**config.mk**
```make
export PLATFORM = sky130hd
export DESIGN_NAME = button_press_classifier_led_mode_unit
export DESIGN_NICKNAME = d
export VERILOG_FILES = /design/src/hdl/bpc_pkg.sv /design/src/hdl/button_press_classifier_led_mode_unit.sv
export SDC_FILE = /design/constraint.sdc
export NUM_CORES = 1
export LEC_CHECK = 0
export BUFFER_PORTS_ARGS = -buffer_cell sky130_fd_sc_hd__clkbuf_2
export CAP_MARGIN = 20
export CORE_ASPECT_RATIO = 1.5
export CORE_MARGIN = 2
export CORE_UTILIZATION = 30
export DETAILED_ROUTE_END_ITERATION = 10
export MAX_ROUTING_LAYER = met4
export PLACE_DENSITY = 0.54
export SLEW_MARGIN = 40
export SYNTH_ARGS = -nofsm -noshare
export SYNTH_HDL_FRONTEND = slang
export SYNTH_SLANG_ARGS = --single-unit
```
**constraint.sdc**
```tcl
create_clock -name aclk -period 10.95 [get_ports aclk]
set_clock_uncertainty 0.05 [all_clocks]
set_input_delay 1.095 -clock aclk [delete_from_list [all_inputs] [get_ports aclk]]
set_output_delay 1.095 -clock aclk [all_outputs]
set_load 0.02 [all_outputs]
```
**src/hdl/bpc_pkg.sv**
```systemverilog
// package with constants, types and helpers for the button press classifier
package bpc_pkg;

    // width of the elapsed tick counters
    localparam int COUNT_WIDTH = 16;
    // width of every configuration register
    localparam int CFG_WIDTH   = 16;
    // width of the configuration register index
    localparam int IDX_WIDTH   = 3;

    typedef logic [COUNT_WIDTH-1:0] count_t;
    typedef logic [CFG_WIDTH-1:0]   cfg_t;
    typedef logic [IDX_WIDTH-1:0]   cfg_idx_t;

    // configuration register indexes
    localparam cfg_idx_t REG_DEBOUNCE_TICKS   = 3'd0;
    localparam cfg_idx_t REG_SHORT_LIMIT      = 3'd1;
    localparam cfg_idx_t REG_LONG_HOLD        = 3'd2;
    localparam cfg_idx_t REG_SLOW_HALF_PERIOD = 3'd3;
    localparam cfg_idx_t REG_FAST_HALF_PERIOD = 3'd4;

    // configuration reset values
    localparam cfg_t DEBOUNCE_TICKS_RST   = 16'd15;
    localparam cfg_t SHORT_LIMIT_RST      = 16'd1000;
    localparam cfg_t LONG_HOLD_RST        = 16'd3000;
    localparam cfg_t SLOW_HALF_PERIOD_RST = 16'd500;
    localparam cfg_t FAST_HALF_PERIOD_RST = 16'd100;

    // largest value of an elapsed counter
    localparam count_t COUNT_MAX = '1;

    // button levels
    localparam logic LEVEL_PRESSED  = 1'b0;
    localparam logic LEVEL_RELEASED = 1'b1;

    // led mode codes; the fourth code is unused and behaves as off
    typedef enum logic [1:0] {
        MODE_OFF  = 2'd0,
        MODE_SLOW = 2'd1,
        MODE_FAST = 2'd2
    } mode_t;

    // saturating increment of an elapsed counter
    function automatic count_t sat_inc(input count_t c);
        sat_inc = (c == COUNT_MAX) ? COUNT_MAX : count_t'(c + 1'b1);
    endfunction

endpackage

```
**src/hdl/button_press_classifier_led_mode_unit.sv**
```systemverilog
// button debouncer, short and long press classifier and led blink mode selector
// the result of an accepted tick transaction is registered and reaches the m_ side in the next cycle
// throughput: one tick transaction per cycle while the m_ side is not stalled; the per-tick update is a single
// combinational pass between the state registers and the result register
// reset: configuration returns to its defaults, levels to released, counters,
// mode and leds to zero, and the result register is emptied
module button_press_classifier_led_mode_unit
    import bpc_pkg::*;
(
    input  logic       aclk,
    input  logic       aresetn,
    // configuration write port
    input  logic       cfg_wr_en,
    input  cfg_idx_t   cfg_index,
    input  cfg_t       cfg_data,
    // tick input channel
    input  logic       s_valid,
    output logic       s_ready,
    input  logic       s_raw_level,
    // result channel
    output logic       m_valid,
    input  logic       m_ready,
    output logic [1:0] m_mode,
    output logic       m_led_one,
    output logic       m_led_two,
    output logic       m_stable_level,
    output logic       m_press_event,
    output logic       m_short_event,
    output logic       m_release_event,
    output logic       m_long_event
);

    // configuration registers
    cfg_t debounce_ticks_reg;
    cfg_t short_limit_reg;
    cfg_t long_hold_reg;
    cfg_t slow_half_period_reg;
    cfg_t fast_half_period_reg;

    // tick state
    logic   sampled_level_reg, sampled_level_next;
    logic   settling_reg,      settling_next;
    count_t settle_count_reg,  settle_count_next;
    logic   stable_now_reg,    stable_now_next;
    count_t hold_count_reg,    hold_count_next;
    logic   long_armed_reg,    long_armed_next;
    mode_t  mode_reg,          mode_next;
    logic   led_one_reg,       led_one_next;
    logic   led_two_reg,       led_two_next;
    count_t slow_count_reg,    slow_count_next;
    count_t fast_count_reg,    fast_count_next;

    // event flags of the current tick
    logic press_next;
    logic short_next;
    logic release_next;
    logic long_next;

    // result register
    logic       m_valid_reg;
    logic [1:0] m_mode_reg;
    logic       m_led_one_reg;
    logic       m_led_two_reg;
    logic       m_stable_level_reg;
    logic       m_press_event_reg;
    logic       m_short_event_reg;
    logic       m_release_event_reg;
    logic       m_long_event_reg;

    logic accept;

    // accept while the result register is empty or being drained
    assign s_ready = !m_valid_reg || m_ready;
    assign accept  = s_valid && s_ready;

    // configuration writes
    always_ff @(posedge aclk) begin
        if (!aresetn) begin
            debounce_ticks_reg   <= DEBOUNCE_TICKS_RST;
            short_limit_reg      <= SHORT_LIMIT_RST;
            long_hold_reg        <= LONG_HOLD_RST;
            slow_half_period_reg <= SLOW_HALF_PERIOD_RST;
            fast_half_period_reg <= FAST_HALF_PERIOD_RST;
        end else if (cfg_wr_en) begin
            unique case (cfg_index)
                REG_DEBOUNCE_TICKS:   debounce_ticks_reg   <= cfg_data;
                REG_SHORT_LIMIT:      short_limit_reg      <= cfg_data;
                REG_LONG_HOLD:        long_hold_reg        <= cfg_data;
                REG_SLOW_HALF_PERIOD: slow_half_period_reg <= cfg_data;
                REG_FAST_HALF_PERIOD: fast_half_period_reg <= cfg_data;
                default: ;
            endcase
        end
    end

    // per-tick update: counters, debounce, edges, long hold, leds
    always_comb begin
        // elapsed counters advance first
        settle_count_next  = sat_inc(settle_count_reg);
        hold_count_next    = sat_inc(hold_count_reg);
        slow_count_next    = sat_inc(slow_count_reg);
        fast_count_next    = sat_inc(fast_count_reg);
        sampled_level_next = sampled_level_reg;
        settling_next      = settling_reg;
        stable_now_next    = stable_now_reg;
        long_armed_next    = long_armed_reg;
        mode_next          = mode_reg;
        led_one_next       = led_one_reg;
        led_two_next       = led_two_reg;
        press_next         = 1'b0;
        short_next         = 1'b0;
        release_next       = 1'b0;
        long_next          = 1'b0;

        // raw change restarts the settle time
        if (s_raw_level != sampled_level_reg) begin
            sampled_level_next = s_raw_level;
            settling_next      = 1'b1;
            settle_count_next  = '0;
        end
        if (settling_next && (settle_count_next >= debounce_ticks_reg)) begin
            stable_now_next = sampled_level_next;
            settling_next   = 1'b0;
        end

        // edges of the debounced level
        if (stable_now_next != stable_now_reg) begin
            long_armed_next = 1'b1;
            if (stable_now_next == LEVEL_PRESSED) begin
                press_next      = 1'b1;
                hold_count_next = '0;
                case (mode_reg)
                    MODE_OFF:  mode_next = MODE_SLOW;
                    MODE_SLOW: mode_next = MODE_FAST;
                    default:   mode_next = MODE_OFF;
                endcase
            end else begin
                short_next      = (hold_count_next <= short_limit_reg);
                release_next    = 1'b1;
                long_armed_next = 1'b0;
            end
        end

        // single long pulse per press
        if (long_armed_next && (hold_count_next >= long_hold_reg)) begin
            long_next       = 1'b1;
            long_armed_next = 1'b0;
        end

        // blink the led of the current mode, off forces both low
        case (mode_next)
            MODE_SLOW: begin
                if (slow_count_next >= slow_half_period_reg) begin
                    led_one_next    = !led_one_reg;
                    slow_count_next = '0;
                end
            end
            MODE_FAST: begin
                if (fast_count_next >= fast_half_period_reg) begin
                    led_two_next    = !led_two_reg;
                    fast_count_next = '0;
                end
            end
            default: begin
                led_one_next = 1'b0;
                led_two_next = 1'b0;
            end
        endcase
    end

    // tick state registers
    always_ff @(posedge aclk) begin
        if (!aresetn) begin
            sampled_level_reg <= LEVEL_RELEASED;
            settling_reg      <= 1'b0;
            settle_count_reg  <= '0;
            stable_now_reg    <= LEVEL_RELEASED;
            hold_count_reg    <= '0;
            long_armed_reg    <= 1'b0;
            mode_reg          <= MODE_OFF;
            led_one_reg       <= 1'b0;
            led_two_reg       <= 1'b0;
            slow_count_reg    <= '0;
            fast_count_reg    <= '0;
        end else if (accept) begin
            sampled_level_reg <= sampled_level_next;
            settling_reg      <= settling_next;
            settle_count_reg  <= settle_count_next;
            stable_now_reg    <= stable_now_next;
            hold_count_reg    <= hold_count_next;
            long_armed_reg    <= long_armed_next;
            mode_reg          <= mode_next;
            led_one_reg       <= led_one_next;
            led_two_reg       <= led_two_next;
            slow_count_reg    <= slow_count_next;
            fast_count_reg    <= fast_count_next;
        end
    end

    // result valid flag
    always_ff @(posedge aclk) begin
        if (!aresetn) begin
            m_valid_reg <= 1'b0;
        end else if (accept) begin
            m_valid_reg <= 1'b1;
        end else if (m_ready) begin
            m_valid_reg <= 1'b0;
        end
    end

    // result payload
    always_ff @(posedge aclk) begin
        if (accept) begin
            m_mode_reg          <= mode_next;
            m_led_one_reg       <= led_one_next;
            m_led_two_reg       <= led_two_next;
            m_stable_level_reg  <= stable_now_next;
            m_press_event_reg   <= press_next;
            m_short_event_reg   <= short_next;
            m_release_event_reg <= release_next;
            m_long_event_reg    <= long_next;
        end
    end

    assign m_valid         = m_valid_reg;
    assign m_mode          = m_mode_reg;
    assign m_led_one       = m_led_one_reg;
    assign m_led_two       = m_led_two_reg;
    assign m_stable_level  = m_stable_level_reg;
    assign m_press_event   = m_press_event_reg;
    assign m_short_event   = m_short_event_reg;
    assign m_release_event = m_release_event_reg;
    assign m_long_event    = m_long_event_reg;

endmodule

```
==> key figures <==
Synth
  • Most common cell in the netlist: nand2_1
  • Synth Flop Type: dfxtp_1
  • Synthesized area: 0.00965 mm²
  • Sequential-to-total area share from yosys stat: 34.5%
  • Synth Warn #: 0
  • Cell variety after synth: 59
  • Leading area contributor after synthesis: dfxtp_1
  • Ys async rst share: 0%
  • Synth area leaders: dfxtp_1, ha_1, nand2_1, inv_1, a21oi_1
  • Post-synth EDFFs: 9
  • Seq cells post-synth: 162
  • Post-synth top cells: nand2_1, dfxtp_1, inv_1
  • Avg Cell Area, Syn: 7.93 µm²
  • Cells after Synth: 1217
  • Post-Syn Nets: 1331
  • Top cell type's share of synthesized area: 31.7%

Die
  • Die H: 224 µm
  • IO Count: 36
  • Die Wd: 150 µm
  • # rows: 80
  • Initial core utilization: 30.4%
  • Placeable Area: 0.0317 mm²
  • Die ar.: 0.0337 mm²

Critical path
  • Worst setup path class: reg2reg
  • Arrival time of the worst setup path: 7.03 ns
  • Register-to-register setup slack: 4.23 ns
  • Worst setup EP type: register
  • WP data required: 11.26 ns
  • Worst reg2reg path endpoint: slow_count_reg[4]
  • FF-to-FF Start: settle_count_reg[5]
  • CP Max Fanout: 35
  • Worst setup SP type: register
  • Worst r2r path cells: 23

CTS
  • TritonCTS clock tree: yes
  • Hold_buf cts: 0
  • CTS buffer count: 17
  • Count of clock tree sinks: 162
  • CTS root buf: clkbuf_16
  • Skew-Pair Late Insertion Delay: 0.44 ns
  • Post-CTS setup buffer count: 0
  • CTS Buffer Depth: 2
  • H-Tree Level Count: 4
  • Clk slew on worst S/H paths: 0.07 ns
  • PostCTS Resize Cnt: 0

Final layout
  • Nets@finish: 1341
  • Final instance area: 0.0108 mm²
  • Footprint of the multi-input gates: 0.00565 mm²
  • FF/Latch Area: 0.00333 mm²
  • # fillers: 3308
  • Area growth syn-to-layout: 11.8%
  • Diodes inserted: 0
  • Layout cells sized above 1: 8.64%

STA
  • RSZ-0062 raised after global routing: false
  • Tmin final: 6.72 ns
  • Fmax: 149 MHz
  • Setup TNS: 0 ns
  • Fin worst setup slack: 4.23 ns
  • Max-slew violations: 0
  • Slew @ Worst Pin: 0.750 ns
  • Final Hold Fails: 0
  • Crit share post-route: 61.3%
  • Final setup viols: 0
  • Slew HR: 49.7%

Placement
  • Placed cell areas: 0.0102 mm²
  • Final GP Congestion: 0.828
  • Port-buffer cells: 35
  • Worst slack, placed: 4.04 ns
  • Detailed Place HPWL: 18.4 mm

Route
  • Via density: 5.00
  • # DRC: 0
  • Routed WL: 26.1 mm
  • DR pass1 iterations: 5
  • WL/cell: 15.8 µm
  • ANT nets after route: 0
  • Detailed Route Iter0 Violations: 465
  • Via count: 8241

Power
  • Pwr per Cell Area: 123 mW/mm²
  • LEAKAGE: 4.65 nW
  • Peak supply drop: 105 µV

Hold path
  • Hold Crit Class: reg2reg
  • Hold depth: 2
  • Hold endpoint: long_hold_reg[13]
  • Hold Crit Start: long_hold_reg[13]

Global routing
  • Total track usage: 16.6%
  • Global route total overflow: 0
  • Initial antenna violation count: 0
  • Number of global-route vias before repair: 8056
  • First-pass GRT wire length: 42.2 mm
  • Largest net degree at the start of global routing: 64

Job
  • Max-cap viol count: 0

Run status
  • Status: complete, no violations
## metal layers
| metal | track usage, % | part of all wire, % | vias up |
|---|---|---|---|
| met4 | 6.03 | 2.2 | 0 |
| met3 | 2.36 | 2.3 | 30 |
| met1 | 19.7 | 45 | 3884 |
| met2 | 28.3 | 50 | 107 |
| met5 | - | 0 | - |
| li1 | - | - | 4220 |
## through the flow
step           hold WS [ns]  power (mW)  std cells  utilization (%)
2_1_floorplan         0.386       0.691       1217                -
3_3_place_gp          0.393       0.731       1618             32.1
3_5_place_dp          0.398       0.732       1618             32.1
4_1_cts               0.407        1.34       1649             34.0
5_1_grt               0.422        1.38       1649             34.0
6_report              0.403        1.33       1649             34.0
## critical path, stage by stage, from the launching register on
cell,delay [ns]
dfxtp_1,0.41
and3_1,0.22
nand4_1,0.23
nor3_1,0.47
nand3_1,0.20
o31ai_1,0.30
a21oi_1,0.09
ha_1,0.33
nand4_1,0.12
nor3_1,0.33
o2111ai_2,0.21
a32oi_4,0.39
mux2i_1,0.28
inv_1,0.09
ha_1,0.34
nor2_1,0.18
mux2_4,0.51
mux2i_1,0.33
inv_1,0.10
ha_1,0.31
and2_1,0.20
a22oi_4,0.46
nand2_2,0.23
o22ai_1,0.22
## logic make-up (layout without fill, tap and decap cells)
group,after synthesis,after routing,share of synthesized area [%]
compound gates,300,300,22.0
xor+xnor,33,33,2.99
fa+ha+maj,89,89,11.5
buf+inv,174,196,7.06
flops,162,162,34.5
mux,9,9,1.01
simple gates,450,450,20.9
## how the worst max path moves through the flow
stage | endpoint | depth (start not counted) | start
6_report | slow_count_reg[4] | 23 | settle_count_reg[5]
5_1_grt | slow_count_reg[8] | 23 | settle_count_reg[5]
3_5_place_dp | slow_count_reg[2] | 21 | s_raw_level
4_1_cts | slow_count_reg[4] | 23 | settle_count_reg[5]
2_1_floorplan | m_long_event | 23 | s_raw_level
3_3_place_gp | slow_count_reg[8] | 21 | s_raw_level
## area by class of cell
cell class / instances / share of cell area (%)
Clock buffer: 23 / 4.83
Clock inverter: 8 / 0.661
Inverter: 119 / 4.14
Multi-Input combinational cell: 881 / 52.3
Sequential cell: 162 / 30.9
Tap cell: 410 / 4.75
Timing Repair Buffer: 46 / 2.41
## where the power goes
part | leakage, nW | switching [mW] | internal (mW)
Clock | 0.291 | 0.251 | 0.357
Combinational | 3.03 | 0.0719 | 0.0330
Sequential | 1.33 | 0.00613 | 0.607
Total | 4.65 | 0.329 | 0.997
## cell usage in the layout, fill, tap and decap left out, types with 9 or more instances in the layout
cell       netlist  final
nand4_1         19     19
o21a_1          16     16
dfxtp_1        153    153
ha_1            89     89
buf_4            0     12
clkbuf_2         0     34
a31oi_1         17     17
edfxtp_1         9      9
xor2_1           9      9
inv_1          119    118
nor3_1          15     15
nand2b_1        12     12
o31ai_2         12     12
xnor2_1         24     24
nand2_1        218    218
o2bb2ai_1       11     11
o21ai_0         38     38
nand3_1         62     62
a21oi_1         77     77
clkbuf_16        0     20
o211ai_1        27     27
nor2_1          70     70
a21o_1          25     25
and3_1          16     16
a21boi_0        33     33
(Power assumes the default switching activity.)
